$ cat config.mk
export PLATFORM = sky130hd
export DESIGN_NAME = midpoint_circle_rasterizer
export DESIGN_NICKNAME = d
export VERILOG_FILES = /design/src/design/mcr_pkg.sv /design/src/design/mcr_walker.sv /design/src/design/mcr_emitter.sv /design/src/design/midpoint_circle_rasterizer.sv
export VERILOG_INCLUDE_DIRS = /design/src /design/src/design
export SDC_FILE = /design/constraint.sdc
export NUM_CORES = 1
export LEC_CHECK = 0
export BUFFER_PORTS_ARGS = -buffer_cell sky130_fd_sc_hd__buf_2
export CORE_MARGIN = 3
export CORE_UTILIZATION = 45
export CTS_CLUSTER_DIAMETER = 150
export DETAILED_ROUTE_END_ITERATION = 10
export GPL_TIMING_DRIVEN = 1
export PLACE_DENSITY = 0.71
export SLEW_MARGIN = 20
export SYNTH_ARGS = -nofsm -noshare
export SYNTH_HDL_FRONTEND = slang
export SYNTH_SLANG_ARGS = --single-unit
$ cat constraint.sdc
create_clock -name clk -period 6.3 [get_ports clk]
set_clock_uncertainty 0.15 [all_clocks]
set_input_delay 0 -clock clk [delete_from_list [all_inputs] [get_ports clk]]
set_output_delay 0 -clock clk [all_outputs]
set_load 0.02 [all_outputs]
$ cat src/design/midpoint_circle_rasterizer_assert.svh
// Assertion macros shared by the rasterizer modules.
`ifndef MIDPOINT_CIRCLE_RASTERIZER_ASSERT_SVH
`define MIDPOINT_CIRCLE_RASTERIZER_ASSERT_SVH

`ifndef SYNTHESIS

// same-cycle implication
`define MCR_ASSERT_IMP(lbl, clk, rst, ante, cons, msg) \
  lbl: assert property (@(posedge clk) disable iff (rst) (ante) |-> (cons)) \
    else $error(msg);

// next-cycle implication
`define MCR_ASSERT_NXT(lbl, clk, rst, ante, cons, msg) \
  lbl: assert property (@(posedge clk) disable iff (rst) (ante) |=> (cons)) \
    else $error(msg);

`else

`define MCR_ASSERT_IMP(lbl, clk, rst, ante, cons, msg)
`define MCR_ASSERT_NXT(lbl, clk, rst, ante, cons, msg)

`endif

`endif

$ cat src/design/mcr_pkg.sv
package mcr_pkg;

  localparam int OUT_BITS = 16;
  localparam int COORD_BITS_DEF = 15;
  localparam int RADIUS_BITS_DEF = 12;
  localparam int CFG_INDEX_BITS = 2;

  localparam logic [CFG_INDEX_BITS-1:0] REG_CENTER_X = 2'd0;
  localparam logic [CFG_INDEX_BITS-1:0] REG_CENTER_Y = 2'd1;
  localparam logic [CFG_INDEX_BITS-1:0] REG_RADIUS   = 2'd2;
  localparam logic [CFG_INDEX_BITS-1:0] REG_FILL     = 2'd3;

  localparam int SLOT_BITS = 3;
  localparam logic [SLOT_BITS-1:0] LAST_SLOT_OUTLINE = 3'd7;
  localparam logic [SLOT_BITS-1:0] LAST_SLOT_FILL    = 3'd3;

  typedef struct packed {
    logic launch;
    logic fill;
    logic fin;
  } job_ctl_t;

endpackage

$ cat src/design/mcr_walker.sv
`include "midpoint_circle_rasterizer_assert.svh"

module mcr_walker #(
  parameter int COORD_BITS  = 15,
  parameter int RADIUS_BITS = 12,
  parameter int CFG_BITS    = 15
) (
  input  logic                                clk,
  input  logic                                rst,
  input  logic                                cfg_we,
  input  logic [mcr_pkg::CFG_INDEX_BITS-1:0]  cfg_index,
  input  logic [CFG_BITS-1:0]                 cfg_data,
  input  logic                                in_valid,
  input  logic                                in_restart,
  output logic                                in_ready,
  input  logic                                emit_ready,
  output mcr_pkg::job_ctl_t                   job_ctl,
  output logic signed [RADIUS_BITS+1:0]       job_x,
  output logic signed [RADIUS_BITS+1:0]       job_y,
  output logic signed [COORD_BITS-1:0]        job_cx,
  output logic signed [COORD_BITS-1:0]        job_cy
);
  import mcr_pkg::*;

  localparam int XW = RADIUS_BITS + 2;
  localparam int EW = RADIUS_BITS + 4;

  logic signed [COORD_BITS-1:0] center_x;
  logic signed [COORD_BITS-1:0] center_y;
  logic [RADIUS_BITS-1:0]       circle_radius;
  logic                         fill_mode;

  logic signed [XW-1:0] walk_x;
  logic signed [XW-1:0] walk_y;
  logic signed [EW-1:0] decision_error;
  logic                 walk_done;

  logic signed [XW-1:0] x_cur, y_cur, x_next, y_next;
  logic signed [EW-1:0] e_cur, e_next;
  logic                 done_cur, behind, fin, accept;

  assign in_ready = emit_ready;
  assign accept   = in_valid & emit_ready;

  always_comb begin
    if (in_restart) begin
      x_cur    = $signed({2'b00, circle_radius});
      y_cur    = '0;
      e_cur    = EW'(1) - $signed({4'b0000, circle_radius});
      done_cur = 1'b0;
    end else begin
      x_cur    = walk_x;
      y_cur    = walk_y;
      e_cur    = decision_error;
      done_cur = walk_done;
    end
    behind = x_cur < y_cur;
    y_next = y_cur + XW'(1);
    if (e_cur[EW-1]) begin
      x_next = x_cur;
      e_next = e_cur + (EW'(y_next) <<< 1) + EW'(1);
    end else begin
      x_next = x_cur - XW'(1);
      e_next = e_cur + ((EW'(y_next) - EW'(x_next)) <<< 1) + EW'(1);
    end
    fin = x_next < y_next;
  end

  assign job_ctl.launch = accept & ~done_cur & ~behind;
  assign job_ctl.fill   = fill_mode;
  assign job_ctl.fin    = fin;
  assign job_x          = x_cur;
  assign job_y          = y_cur;
  assign job_cx         = center_x;
  assign job_cy         = center_y;

  always_ff @(posedge clk) begin
    if (rst) begin
      center_x       <= '0;
      center_y       <= '0;
      circle_radius  <= '0;
      fill_mode      <= 1'b0;
      walk_x         <= '0;
      walk_y         <= '0;
      decision_error <= '0;
      walk_done      <= 1'b1;
    end else begin
      if (cfg_we) begin
        unique case (cfg_index)
          REG_CENTER_X: center_x      <= cfg_data[COORD_BITS-1:0];
          REG_CENTER_Y: center_y      <= cfg_data[COORD_BITS-1:0];
          REG_RADIUS:   circle_radius <= cfg_data[RADIUS_BITS-1:0];
          REG_FILL:     fill_mode     <= cfg_data[0];
          default: ;
        endcase
      end
      if (accept && !done_cur) begin
        if (behind) begin
          walk_x         <= x_cur;
          walk_y         <= y_cur;
          decision_error <= e_cur;
          walk_done      <= 1'b1;
        end else begin
          walk_x         <= x_next;
          walk_y         <= y_next;
          decision_error <= e_next;
          walk_done      <= fin;
        end
      end
    end
  end

  `MCR_ASSERT_IMP(a_active_in_octant, clk, rst, !walk_done, !(walk_x < walk_y), "walk past octant")
  `MCR_ASSERT_NXT(a_idle_step_holds, clk, rst, accept && !in_restart && walk_done, walk_done && $stable(walk_x) && $stable(walk_y), "idle step changed walk")

endmodule

$ cat src/design/mcr_emitter.sv
`include "midpoint_circle_rasterizer_assert.svh"

module mcr_emitter #(
  parameter int COORD_BITS  = 15,
  parameter int RADIUS_BITS = 12
) (
  input  logic                                clk,
  input  logic                                rst,
  input  mcr_pkg::job_ctl_t                   job_ctl,
  input  logic signed [RADIUS_BITS+1:0]       job_x,
  input  logic signed [RADIUS_BITS+1:0]       job_y,
  input  logic signed [COORD_BITS-1:0]        job_cx,
  input  logic signed [COORD_BITS-1:0]        job_cy,
  output logic                                emit_ready,
  output logic                                out_valid,
  input  logic                                out_ready,
  output logic [mcr_pkg::OUT_BITS-1:0]        out_left,
  output logic [mcr_pkg::OUT_BITS-1:0]        out_right,
  output logic [mcr_pkg::OUT_BITS-1:0]        out_row,
  output logic                                out_last,
  output logic                                out_fin
);
  import mcr_pkg::*;

  localparam int XW = RADIUS_BITS + 2;
  localparam int SW = ((COORD_BITS > XW) ? COORD_BITS : XW) + 1;
  localparam int CW = (SW > OUT_BITS) ? SW : OUT_BITS;

  logic                         job_valid;
  logic [SLOT_BITS-1:0]         slot;
  logic signed [XW-1:0]         x, y;
  logic signed [COORD_BITS-1:0] cx, cy;
  logic                         fill, fin;

  logic                 load_out, job_done;
  logic [SLOT_BITS-1:0] last_slot;
  logic signed [CW-1:0] cxpx, cxmx, cxpy, cxmy, cypx, cymx, cypy, cymy;
  logic signed [CW-1:0] sel_l, sel_r, sel_row;

  assign last_slot  = fill ? LAST_SLOT_FILL : LAST_SLOT_OUTLINE;
  assign load_out   = job_valid & (~out_valid | out_ready);
  assign job_done   = load_out & (slot == last_slot);
  assign emit_ready = ~job_valid | job_done;

  always_comb begin
    cxpx = CW'(cx) + CW'(x);
    cxmx = CW'(cx) - CW'(x);
    cxpy = CW'(cx) + CW'(y);
    cxmy = CW'(cx) - CW'(y);
    cypx = CW'(cy) + CW'(x);
    cymx = CW'(cy) - CW'(x);
    cypy = CW'(cy) + CW'(y);
    cymy = CW'(cy) - CW'(y);
    if (fill) begin
      case (slot[1:0])
        2'd0:    begin sel_l = cxmx; sel_r = cxpx; sel_row = cypy; end
        2'd1:    begin sel_l = cxmy; sel_r = cxpy; sel_row = cypx; end
        2'd2:    begin sel_l = cxmx; sel_r = cxpx; sel_row = cymy; end
        default: begin sel_l = cxmy; sel_r = cxpy; sel_row = cymx; end
      endcase
    end else begin
      case (slot)
        3'd0:    begin sel_l = cxpx; sel_row = cypy; end
        3'd1:    begin sel_l = cxpy; sel_row = cypx; end
        3'd2:    begin sel_l = cxmy; sel_row = cypx; end
        3'd3:    begin sel_l = cxmx; sel_row = cypy; end
        3'd4:    begin sel_l = cxmx; sel_row = cymy; end
        3'd5:    begin sel_l = cxmy; sel_row = cymx; end
        3'd6:    begin sel_l = cxpy; sel_row = cymx; end
        default: begin sel_l = cxpx; sel_row = cymy; end
      endcase
      sel_r = sel_l;
    end
  end

  always_ff @(posedge clk) begin
    if (rst) begin
      job_valid <= 1'b0;
      slot      <= '0;
      out_valid <= 1'b0;
    end else begin
      if (job_ctl.launch) begin
        job_valid <= 1'b1;
        slot      <= '0;
      end else if (job_done) begin
        job_valid <= 1'b0;
      end else if (load_out) begin
        slot <= slot + SLOT_BITS'(1);
      end
      if (load_out) begin
        out_valid <= 1'b1;
      end else if (out_ready) begin
        out_valid <= 1'b0;
      end
    end
  end

  always_ff @(posedge clk) begin
    if (job_ctl.launch) begin
      x    <= job_x;
      y    <= job_y;
      cx   <= job_cx;
      cy   <= job_cy;
      fill <= job_ctl.fill;
      fin  <= job_ctl.fin;
    end
    if (load_out) begin
      out_left  <= sel_l[OUT_BITS-1:0];
      out_right <= sel_r[OUT_BITS-1:0];
      out_row   <= sel_row[OUT_BITS-1:0];
      out_last  <= slot == last_slot;
      out_fin   <= fin;
    end
  end

  `MCR_ASSERT_IMP(a_launch_when_free, clk, rst, job_ctl.launch, !job_valid || job_done, "request launched over busy job")
  `MCR_ASSERT_IMP(a_fill_slot_range, clk, rst, job_valid && fill, slot <= LAST_SLOT_FILL, "fill slot out of range")
  `MCR_ASSERT_NXT(a_done_marks_last, clk, rst, job_done, out_valid && out_last, "last result not marked")

endmodule

$ cat src/design/midpoint_circle_rasterizer.sv
// An accepted step request is registered into the span emitter, each result then into its
// output register. One result per cycle while m_axis_tready allows; a step yields 8 spans
// in outline mode, 4 in fill mode, none when the walk is finished or idle; the next step is
// accepted as its last span loads. Reset (rst, synchronous, active high): configuration
// and walk coordinates clear to zero, no circle active, no result pending.
module midpoint_circle_rasterizer #(
  parameter int COORD_BITS  = mcr_pkg::COORD_BITS_DEF,
  parameter int RADIUS_BITS = mcr_pkg::RADIUS_BITS_DEF,
  parameter int CFG_BITS    = (COORD_BITS > RADIUS_BITS) ? COORD_BITS : RADIUS_BITS
) (
  input  logic                               clk,
  input  logic                               rst,
  input  logic                               cfg_we,
  input  logic [mcr_pkg::CFG_INDEX_BITS-1:0] cfg_index,
  input  logic [CFG_BITS-1:0]                cfg_data,
  input  logic                               s_axis_tvalid,
  output logic                               s_axis_tready,
  input  logic [7:0]                         s_axis_tdata,  // [0] restart, [7:1] zero
  output logic                               m_axis_tvalid,
  input  logic                               m_axis_tready,
  output logic [47:0]                        m_axis_tdata,  // span_left, span_right, span_row
  output logic                               m_axis_tlast,
  output logic [0:0]                         m_axis_tuser   // circle_finished
);
  import mcr_pkg::*;

  job_ctl_t                     job_ctl;
  logic signed [RADIUS_BITS+1:0] job_x, job_y;
  logic signed [COORD_BITS-1:0]  job_cx, job_cy;
  logic                          emit_ready;
  logic [OUT_BITS-1:0]           span_left, span_right, span_row;
  logic                          circle_finished;

  mcr_walker #(
    .COORD_BITS (COORD_BITS),
    .RADIUS_BITS(RADIUS_BITS),
    .CFG_BITS   (CFG_BITS)
  ) u_walker (
    .clk       (clk),
    .rst       (rst),
    .cfg_we    (cfg_we),
    .cfg_index (cfg_index),
    .cfg_data  (cfg_data),
    .in_valid  (s_axis_tvalid),
    .in_restart(s_axis_tdata[0]),
    .in_ready  (s_axis_tready),
    .emit_ready(emit_ready),
    .job_ctl   (job_ctl),
    .job_x     (job_x),
    .job_y     (job_y),
    .job_cx    (job_cx),
    .job_cy    (job_cy)
  );

  mcr_emitter #(
    .COORD_BITS (COORD_BITS),
    .RADIUS_BITS(RADIUS_BITS)
  ) u_emitter (
    .clk       (clk),
    .rst       (rst),
    .job_ctl   (job_ctl),
    .job_x     (job_x),
    .job_y     (job_y),
    .job_cx    (job_cx),
    .job_cy    (job_cy),
    .emit_ready(emit_ready),
    .out_valid (m_axis_tvalid),
    .out_ready (m_axis_tready),
    .out_left  (span_left),
    .out_right (span_right),
    .out_row   (span_row),
    .out_last  (m_axis_tlast),
    .out_fin   (circle_finished)
  );

  assign m_axis_tdata    = {span_row, span_right, span_left};
  assign m_axis_tuser[0] = circle_finished;

endmodule

==> results of run 1 <==
[final cells by class]
type	instances	area, µm²
multi-input cells	1756	12100
flip-flops and latches	202	5130
repair buffers	130	866
clock buffers	28	616
inverters	163	612
fillers	3777	19700
diodes	2	5.00
clock inverters	16	206
well taps	525	657
[logic make-up (layout without fill, tap and decap cells)]
group | count (synthesis) | in the layout
AOI/OAI and AO/OA | 674 | 674
and+or+nand+nor | 662 | 662
adders and majority gates | 202 | 202
other | 0 | 2
xor gates and xnor gates | 174 | 174
muxes | 44 | 44
buffers and inverters | 275 | 337
DFF | 202 | 202
[path summary, 6_finish.rpt]
check,from,to,slack (ns),depth (start not counted)
max,u_walker.circle_radius[1],u_walker.decision_error[15],0.56,22
min,cfg_data[14],u_walker.job_cx[14],0.12,4
max reg2reg,u_walker.circle_radius[1],u_walker.decision_error[15],0.56,22
min reg2reg,u_walker.job_cx[9],u_emitter.cx[9],0.27,0
[repair_timing]
action / in CTS / in global routing
hold endpoints to repair: 67 / 0
hold buffers: 30 / 0
resized for setup: 0 / 0
[layer usage]
metal  track usage  part of all wire  up-vias
met4         0.129             0.058        0
met1         0.330              0.42     7948
li1              -                 -     8081
met3        0.0352             0.071      171
met2         0.421              0.45      709
met5             0                 0        -
[worst max-delay path: stages, from the launching register on]
cell       delay (ns)
dfxtp_1          0.37
mux2_2           0.34
inv_1            0.07
ha_1             0.22
nor4b_2          0.36
nor2_1           0.16
xnor2_1          0.18
ha_1             0.38
nor4b_1          0.36
a311oi_1         0.16
o311ai_2         0.38
a21oi_2          0.14
xnor2_1          0.15
ha_1             0.33
and3_1           0.22
nand2_1          0.07
a21boi_0         0.09
a311o_1          0.36
a31o_2           0.27
a31oi_1          0.30
xnor2_1          0.17
o2111ai_1        0.14
o31ai_2          0.30
[per-stage QoR]
stage | util | hold WS (ns) | area (µm²) | power [mW]
floorplan | - | -0.0140 | 18200 | 5.07
global placement | 0.477 | 0.106 | 19000 | 6.10
detailed placement | 0.477 | 0.110 | 19000 | 6.16
CTS | 0.505 | 0.0977 | 20200 | 7.66
global route | 0.505 | 0.122 | 20200 | 8.26
finish | 0.505 | 0.121 | 20200 | 7.72
[power by group through the flow]
stage	Combinational [mW]	Sequential, mW	Clock [mW]
3_5_place_dp	4.24	1.92	0
6_report	4.37	1.89	1.45
4_1_cts	4.29	1.89	1.48
2_1_floorplan	3.14	1.92	0
5_1_grt	4.81	1.91	1.54
3_3_place_gp	4.18	1.91	0
[sequential cells by signal, summed over array words and instances, names as in the netlist, 3 cells and up]
register	cells
u_emitter.cy	15
u_walker.job_cy	15
u_walker.job_cx	15
u_walker.decision_error	16
u_emitter.slot	3
u_emitter.out_right	15
u_emitter.cx	15
u_emitter.out_row	16
u_walker.walk_x	14
u_walker.walk_y	14
u_emitter.y	14
u_walker.circle_radius	12
u_emitter.out_left	16
u_emitter.x	14
[synthesized netlist by cell type, drive strengths merged (8+ instances only)]
master	instances	area share
nor4	9	0.0031
a221oi	23	0.011
o221ai	12	0.0058
dfxtp	93	0.10
mux2i	28	0.015
a21oi	227	0.063
a22oi	18	0.0074
o21a	22	0.0091
ha	189	0.13
clkbuf	100	0.021
a211oi	29	0.012
o31ai	21	0.0089
and3	12	0.0041
o21bai	27	0.011
o211ai	19	0.0078
o22ai	8	0.0027
nor3	54	0.015
xor2	35	0.017
xnor2	139	0.067
o21ai	117	0.032
or3	20	0.0069
mux2	16	0.0099
fa	11	0.012
nand2b	26	0.0089
nand2	257	0.053
edfxtp	109	0.18
nand4	9	0.0031
nor2b	33	0.011
inv	161	0.033
a21boi	12	0.0049
a311oi	8	0.0048
a221o	9	0.0049
a31oi	16	0.0055
a21o	39	0.016
buf	12	0.0031
nor2	165	0.034
nand3	36	0.010
[placed cells by master, fill, tap and decap left out, types with 16 or more instances in the layout]
cell	n
nand2_1	257
a21oi_1	225
ha_1	189
nor2_1	162
inv_1	159
xnor2_1	139
o21ai_0	109
edfxtp_1	109
dfxtp_1	93
buf_2	74
nor3_1	54
a21o_1	39
xor2_1	35
nand3_1	34
nor2b_1	32
dlygate4sd3_1	30
a211oi_1	29
mux2i_1	28
o21bai_1	27
nand2b_1	26
buf_4	26
clkbuf_16	24
a221oi_1	23
o21a_1	22
or3_1	20
o31ai_1	20
o211ai_1	19
a22oi_1	18
mux2_2	16
a31oi_1	16
==> metrics.md, run 1 <==
| Metric | Value |
|---|---|
| Status | finished, final reports clean |
| CP Data Required Time | 6.62 ns |
| Final hold violation count | 0 |
| Synth Area in Simple Gates | 0.168 |
| Sw Pwr | 3.49 mW |
| Max VDD drop | 0.244 mV |
| Worst setup EP type | register |
| Final period utilization | 0.911 |
| CP Class | register to register |
| Mean routed wirelength per cell | 20.1 µm |
| Mapped Cells | 2233 |
| Sw Share | 0.452 |
| Number of remaining DRC errors | 0 |
| CTS Root Cell | clkbuf_16 |
| Top-Level Pins | 82 |
| Routed WL | 56800 µm |
| Power per cell area | 382 nW/µm² |
| Number of synthesized flops with an enable pin | 109 |
| Grt ovf | 0 |
| Vias in the first global route | 16.3k |
| Critical path data arrival time | 6.06 ns |
| CTS max path bufs | 3 |
| Post-Synth Adder-Cell Area | 0.143 |
| Starting density of the core | 0.457 |
| Pre-antenna DRT Iters | 8 |
| Internal power | 4.23 mW |
| Core area | 39900 µm² |
| Mapped Nets | 2463 |
| CTS sink cnt | 202 |
| Non-filler cells, final | 2822 |
| Max-slew headroom | 0.281 |
| Clock Latency Late Sink | 0.56 ns |
| RSZ-0062 raised after global routing | false |
| Clock period minus worst slack | 5.74 ns |
| Die W | 207 µm |
| Largest family of logic cells by synthesized area | compound AO/OA/AOI/OAI gates |
| Mean Syn Cell Area | 8.16 µm² |
| CTS Buf Count | 24 |
| First-pass GRT wire length | 89600 µm |
| Register area share after synthesis | 0.282 |
| Seq cells post-synth | 202 |
| Setup TNS | 0 ns |
| Layout area overhead | 10.7% |
| Final setup viols | 0 |
| Min-delay worst type | primary input to register |
| Fmax | 174 MHz |
| Post-CTS Repair Setup Buffers | 0 |
| CTS tree | built |
| Final slew viol count | 0 |
| Worst setup margin | 0.560 ns |
| Slew @ Worst Pin | 1.08 ns |
| FP Rows | 73 |
| Placed Cells | 2746 |
| Vias per cell | 5.99 |
| Initial antenna violation count | 1 |
| Clk pwr share | 0.188 |
| DP Wirelength | 43400 µm |
| Via count | 16.9k |
| PortBufs | 74 |
| Startpoint Class | register |
| Xor/xnor share of the synthesized area | 0.0836 |
| Leak pwr | 8.28 nW |
| Worst slack at placement | 0.669 ns |
| Netlist cell types | 85 |
| Largest net degree at the start of global routing | 75 |
| GRT Overall Usage | 0.256 |
| Combinational Power Share | 0.567 |
| Post-synthesis mux area share | 0.0253 |
| Yosys warning total | 0 |
| Final net count | 2507 |
| Mapped Area | 18200 µm² |
| Async set-or-reset flop fraction in the synthesized netlist | 0 |
| H-tree Lvls | 1 |
| Antenna Nets Post-Route | 0 |
| Reg power frac | 0.246 |
| Most common flop cell mapped by yosys | edfxtp_1 |
| Die height | 207 µm |
| Compound-cell area share of the yosys netlist | 0.241 |
| 1st-iter DRT viols | 1397 |
| Worst-path fanout max | 7 |
| GPL Wtd Cong | 0.968 |
| Layout cell share with drive strength beyond 1 | 0.0850 |
| Full die area | 43000 µm² |
| Maxcap violations | 0 |
| Worst-path clk slew | 0.06 ns |
No activity file was read; power rests on OpenSTA's default activity.
==> inputs of run 2 (changes only) <==
PLACE_DENSITY = 0.62   (was 0.71)
==> run 2 against run 1 <==
Net effect: combinational power is essentially flat; sequential power is essentially flat; setup slack lost 0.011 ns; global-route usage grew 0.72 points; sequential share of layout area shrank 0.058 points; total power is essentially flat; first-iteration DRC count shrank 3.9%; clock power is essentially flat; core utilization grew 0.12 points; critical path depth is the same; register-to-register slack is essentially flat.
==> metrics.md, run 2 (same netlist as run 1, synthesis figures left out) <==
| Metric | Value |
|---|---|
| CTS max path bufs | 3 (unchanged) |
| RSZ-0062 raised after global routing | false (unchanged) |
| Layout cell share with drive strength beyond 1 | 0.0855 (was 0.0850) |
| Via count | 16.8k (was 16.9k) |
| Register-to-Register Path Depth | 22 (unchanged) |
| Reg power frac | 0.246 (about the same) |
| Most frequent cells in the layout | 257 x nand2_1, 225 x a21oi_1, 189 x ha_1, 162 x nor2_1, 159 x inv_1 (unchanged) |
| Initial antenna violation count | 0 (was 1) |
| Largest net degree at the start of global routing | 60 (was 75) |
| CP Data Required Time | 6.62 ns (about the same) |
| Slew @ Worst Pin | 1.07 ns (was 1.08 ns) |
| Setup TNS | 0 ns (unchanged) |
| Clock period minus worst slack | 5.75 ns (was 5.74 ns) |
| Status | finished, final reports clean (unchanged) |
| DP Wirelength | 44900 µm (was 43400 µm) |
| Final period utilization | 0.913 (was 0.911) |
| GRT Overall Usage | 0.263 (was 0.256) |
| Non-filler cells, final | 2828 (was 2822) |
| First-pass GRT wire length | 90900 µm (was 89600 µm) |
| Clock Latency Late Sink | 0.55 ns (was 0.56 ns) |
| Placed Cells | 2750 (was 2746) |
| Starting density of the core | 0.457 (unchanged) |
| Critical Path Sink | u_walker.decision_error[15] (unchanged) |
| Power per cell area | 382 nW/µm² (about the same) |
| Final setup viols | 0 (unchanged) |
| RR Endpoint | u_walker.decision_error[15] (unchanged) |
| Max-slew headroom | 0.285 (was 0.281) |
| H-tree Lvls | 1 (unchanged) |
| Ant. Diodes | 0 (was 2) |
| 1st-iter DRT viols | 1342 (was 1397) |
| PortBufs | 74 (unchanged) |
| Start point of the critical path | u_walker.circle_radius[1] (unchanged) |
| Worst slack at placement | 0.640 ns (was 0.669 ns) |
| Max VDD drop | 0.197 mV (was 0.244 mV) |
| CP Class | register to register (unchanged) |
| CP max stage delay | 0.38 ns (about the same) |
| CTS Root Cell | clkbuf_16 (unchanged) |
| Combinational Power Share | 0.570 (was 0.567) |
| Mean routed wirelength per cell | 20.8 µm (was 20.1 µm) |
| Final slew viol count | 0 (unchanged) |
| GPL Wtd Cong | 0.983 (was 0.968) |
| R2R Setup Slk | 0.55 ns (was 0.56 ns) |
| Final hold violation count | 0 (unchanged) |
| Worst setup EP type | register (unchanged) |
| Min-delay worst type | primary input to register (unchanged) |
| Vias in the first global route | 16.1k (was 16.3k) |
| RR Startpoint | u_walker.circle_radius[1] (unchanged) |
| Worst setup margin | 0.549 ns (was 0.560 ns) |
| Commonest non-fill, non-tap cell in the layout | nand2_1 (unchanged) |
| Sw Share | 0.451 (was 0.452) |
| CTS sink cnt | 202 (unchanged) |
| Crit path max-delay cell type | nor4b_2 (was ha_1) |
| Antenna Nets Post-Route | 0 (unchanged) |
| Full die area | 43000 µm² (unchanged) |
| Critical path data arrival time | 6.07 ns (was 6.06 ns) |
| Worst-path fanout max | 7 (unchanged) |
| Clk pwr share | 0.184 (was 0.188) |
| Routed WL | 58800 µm (was 56800 µm) |
| Fmax | 174 MHz (about the same) |
| FP Rows | 73 (unchanged) |
| Maxcap violations | 0 (unchanged) |
| Crit-path cells | mux2_2 -> inv_1 -> ha_1 -> nor4b_2 -> nor2_1 -> xnor2_1 -> ha_1 -> nor4b_1 -> a311oi_1 -> o311ai_2 -> a21oi_2 -> xnor2_1 -> ha_1 -> and3_1 -> nand2_1 -> a21boi_0 -> a311o_1 -> a31o_2 -> a31oi_1 -> xnor2_1 -> o2111ai_1 -> o31ai_2 (unchanged) |
| Layout area overhead | 10.9% (was 10.7%) |
| Die height | 207 µm (unchanged) |
| Top flop regs | u_emitter.out_left x16, u_emitter.out_row x16, u_walker.decision_error x16 (unchanged) |
| Grt ovf | 0 (unchanged) |
| Worst-path clk slew | 0.06 ns (about the same) |
| CTS tree | built (unchanged) |
| CTS Buf Count | 24 (unchanged) |
| Top-Level Pins | 82 (unchanged) |
| Vias per cell | 5.96 (was 5.99) |
| Pre-antenna DRT Iters | 8 (unchanged) |
| Leak pwr | 8.31 nW (was 8.28 nW) |
| Core area | 39900 µm² (unchanged) |
| Final net count | 2515 (was 2507) |
| Sw Pwr | 3.48 mW (was 3.49 mW) |
| Number of remaining DRC errors | 0 (unchanged) |
| Internal power | 4.24 mW (was 4.23 mW) |
| Die W | 207 µm (unchanged) |
| Startpoint Class | register (unchanged) |
==> run 2: worst min-delay path by stage <==
stage,slack (ns),start,endpoint,cells past startpoint
global route,0.13,cfg_data[13],u_walker.job_cy[13],4
finish,0.12,cfg_data[1],u_walker.job_cx[1],4
global placement,0.10,cfg_data[12],u_walker.job_cx[12],3
floorplan,-0.01,cfg_data[0],u_walker.job_cx[0],2
CTS,0.09,cfg_data[10],u_walker.job_cy[10],4
detailed placement,0.11,cfg_data[12],u_walker.job_cx[12],3
==> run 2: what timing repair did <==
| action | 4_1_cts | 5_1_grt |
|---|---|---|
| endpoints found under the setup margin | 0 | 0 |
| hold buffers | 34 | 0 |
| gates resized for setup | 0 | 0 |
| buffers inserted | 0 | 0 |
| endpoints found under the hold margin | 57 | 0 |
==> run 2: cell type report <==
cell class                      count  area, µm²
Fill cell                        3843      19700
Multi-Input combinational cell   1756      12100
Sequential cell                   202       5130
Timing Repair Buffer              138        936
Tap cell                          525        657
Clock buffer                       33        644
Inverter                          163        612
Clock inverter                     11        159
==> run 2: metal layers <==
layer,vias to the layer above,track usage,share of wire
met4,0,0.110,0.046
met5,-,0,0
li1,8108,-,-
met3,131,0.0360,0.069
met2,670,0.445,0.47
met1,7933,0.338,0.42
==> run 2: per-stage QoR <==
| step | utilization | instance area, µm² | hold WS [ns] | power, mW |
|---|---|---|---|---|
| final | 0.507 | 20200 | 0.124 | 7.72 |
| after global routing | 0.507 | 20200 | 0.126 | 8.25 |
| after CTS | 0.507 | 20200 | 0.0929 | 7.68 |
| after detailed placement | 0.478 | 19100 | 0.113 | 6.20 |
| after global placement | 0.478 | 19100 | 0.105 | 6.15 |
| after floorplan | - | 18200 | -0.0140 | 5.07 |
==> run 2: power by group through the flow <==
stage          sequential (mW)  combinational, mW  clock (mW)
2_1_floorplan             1.92               3.14           0
3_3_place_gp              1.92               4.23           0
3_5_place_dp              1.93               4.28           0
4_1_cts                   1.90               4.32        1.45
5_1_grt                   1.92               4.82        1.51
6_report                  1.90               4.40        1.42
==> run 2: critical path, delay by kind of cell (launching register included) <==
| kind | cells | cell delay, ns |
|---|---|---|
| mux | 1 | 0.35 |
| simple gates | 5 | 1.20 |
| buf+inv | 1 | 0.07 |
| flops | 1 | 0.37 |
| compound gates | 9 | 2.15 |
| fa+ha+maj | 3 | 0.92 |
| xor+xnor | 3 | 0.47 |
==> inputs of run 3 (changes only) <==
CTS_BUF_LIST = sky130_fd_sc_hd__clkbuf_16   (was unset)
PLACE_DENSITY = 0.59   (was 0.62)
==> run 3 against run 2 <==
Net effect: die area stayed put; global-route usage is 0.098 points higher; sequential cell count unchanged; combinational power hardly changed; non-clock buffer count fell by 7; sequential power is essentially flat; core utilization decreased by 0.17 points; sequential share of layout area rose by 0.087 points; critical path type unchanged; cell area fell by 0.34%; critical endpoint unchanged.
==> metrics.md, run 3 (same netlist as run 1, synthesis figures left out) <==
| Metric | Value |
|---|---|
| Combinational Power Share | 0.569 (was 0.570) |
| CTS tree | built (unchanged) |
| Max-slew headroom | 0.268 (was 0.285) |
| RSZ-0062 raised after global routing | false (unchanged) |
| Vias per cell | 5.90 (was 5.96) |
| H-tree Lvls | 1 (unchanged) |
| GRT Overall Usage | 0.264 (was 0.263) |
| Max VDD drop | 0.202 mV (was 0.197 mV) |
| Clock Latency Late Sink | 0.57 ns (was 0.55 ns) |
| Commonest non-fill, non-tap cell in the layout | nand2_1 (unchanged) |
| Routed WL | 58500 µm (was 58800 µm) |
| Final hold violation count | 0 (unchanged) |
| Non-filler cells, final | 2821 (was 2828) |
| Vias in the first global route | 16.1k (about the same) |
| Startpoint Class | register (unchanged) |
| Resize count post-CTS | 0 (unchanged) |
| Largest net degree at the start of global routing | 75 (was 60) |
| 1st-iter DRT viols | 1109 (was 1342) |
| Grt ovf | 0 (unchanged) |
| Sw Share | 0.453 (was 0.451) |
| Full die area | 43000 µm² (unchanged) |
| Final slew viol count | 0 (unchanged) |
| Placed inst area | 19100 µm² (about the same) |
| Layout area overhead | 10.6% (was 10.9%) |
| Worst setup margin | 0.630 ns (was 0.549 ns) |
| Hold WS | 0.0879 ns (was 0.124 ns) |
| Reg power frac | 0.246 (about the same) |
| Top-Level Pins | 82 (unchanged) |
| Most frequent cells in the layout | 257 x nand2_1, 225 x a21oi_1, 189 x ha_1, 162 x nor2_1, 161 x inv_1 (was 257 x nand2_1, 225 x a21oi_1, 189 x ha_1, 162 x nor2_1, 159 x inv_1) |
| Die height | 207 µm (unchanged) |
| Ant. Diodes | 0 (unchanged) |
| Worst-path clk slew | 0.07 ns (was 0.06 ns) |
| Final net count | 2508 (was 2515) |
| PortBufs | 74 (unchanged) |
| Slew @ Worst Pin | 1.10 ns (was 1.07 ns) |
| CP Data Required Time | 6.61 ns (was 6.62 ns) |
| Initial antenna violation count | 0 (unchanged) |
| Sw Pwr | 3.49 mW (was 3.48 mW) |
| Util after Layout | 0.505 (was 0.507) |
| CTS sink cnt | 202 (unchanged) |
| Internal power | 4.21 mW (was 4.24 mW) |
| CTS Buf Count | 24 (unchanged) |
| Power consumption | 7.71 mW (was 7.72 mW) |
| CP Class | register to register (unchanged) |
| Pre-antenna DRT Iters | 8 (unchanged) |
| Final period utilization | 0.900 (was 0.913) |
| Placed Cells | 2747 (was 2750) |
| Worst slack at placement | 0.664 ns (was 0.640 ns) |
| DP Wirelength | 45000 µm (was 44900 µm) |
| Leak pwr | 8.29 nW (was 8.31 nW) |
| Die W | 207 µm (unchanged) |
| Post-CTS Repair Setup Buffers | 0 (unchanged) |
| Setup TNS | 0 ns (unchanged) |
| Status | finished, final reports clean (unchanged) |
| CTS Root Cell | clkbuf_16 (unchanged) |
| Worst setup EP type | register (unchanged) |
| Fmax | 176 MHz (was 174 MHz) |
| Worst-path fanout max | 7 (unchanged) |
| Top flop regs | u_emitter.out_left x16, u_emitter.out_row x16, u_walker.decision_error x16 (unchanged) |
| GPL Wtd Cong | 0.956 (was 0.983) |
| Core area | 39900 µm² (unchanged) |
| Starting density of the core | 0.457 (unchanged) |
| Antenna Nets Post-Route | 0 (unchanged) |
| Mean routed wirelength per cell | 20.7 µm (was 20.8 µm) |
| Final instance area | 20200 µm² (about the same) |
| CTS max path bufs | 3 (unchanged) |
| Critical path data arrival time | 5.98 ns (was 6.07 ns) |
| Clock period minus worst slack | 5.67 ns (was 5.75 ns) |
| First-pass GRT wire length | 91300 µm (was 90900 µm) |
| Via count | 16.6k (was 16.8k) |
| Power per cell area | 382 nW/µm² (about the same) |
| Maxcap violations | 0 (unchanged) |
| Layout cell share with drive strength beyond 1 | 0.0854 (was 0.0855) |
| Min-delay worst type | primary input to register (unchanged) |
| Final setup viols | 0 (unchanged) |
| FP Rows | 73 (unchanged) |
| Number of remaining DRC errors | 0 (unchanged) |
| Clk pwr share | 0.185 (was 0.184) |
==> run 3: what timing repair did <==
action / CTS / global route
hold buffers: 30 / 0
endpoints found under the hold margin: 58 / 0
setup endpoints to repair: 0 / 0
==> run 3: layout make-up <==
type                            count  area (µm²)
Clock buffer                       24         601
Clock inverter                     20         200
Fill cell                        3857       19800
Inverter                          163         612
Multi-Input combinational cell   1756       12100
Sequential cell                   202        5130
Tap cell                          525         657
Timing Repair Buffer              131         873
==> run 3: critical path, cell delays in order (launching register included) <==
cell,delay [ns]
dfxtp_1,0.36
mux2_2,0.35
inv_1,0.07
ha_1,0.23
nor4b_2,0.35
nor2_1,0.15
xnor2_1,0.16
ha_1,0.35
nor4b_1,0.18
a311oi_1,0.46
o311ai_2,0.19
a21oi_2,0.26
xnor2_1,0.11
ha_1,0.34
and3_1,0.22
nand2_1,0.07
a21boi_0,0.07
a311o_1,0.37
a31o_2,0.28
a31oi_1,0.29
xnor2_1,0.16
o2111ai_1,0.13
o31ai_2,0.25
==> run 3: worst paths after layout <==
kind,start,to,slack (ns),depth (start not counted)
worst min register to register,u_walker.job_cx[3],u_emitter.cx[3],0.28,0
worst max register to register,u_walker.circle_radius[1],u_walker.decision_error[15],0.63,22
worst min-delay path,cfg_data[13],u_walker.job_cy[13],0.09,4
worst max-delay path,u_walker.circle_radius[1],u_walker.decision_error[15],0.63,22
==> run 3: metal layers <==
metal  global-route usage  wire (µm)  share of wire  up-vias
met5                    0          0              0        -
met4                0.115       2750          0.047        0
met3               0.0269       3350          0.057      128
met2                0.450      27500           0.47      612
met1                0.341      25000           0.43     7813
li1                     -          -              -     8084
==> run 3: power by group through the flow <==
stage / clock [mW] / sequential, mW / combinational, mW
after detailed placement: 0 / 1.92 / 4.29
after global placement: 0 / 1.92 / 4.24
final: 1.42 / 1.90 / 4.39
after floorplan: 0 / 1.92 / 3.14
after global routing: 1.52 / 1.91 / 4.82
after CTS: 1.46 / 1.90 / 4.33
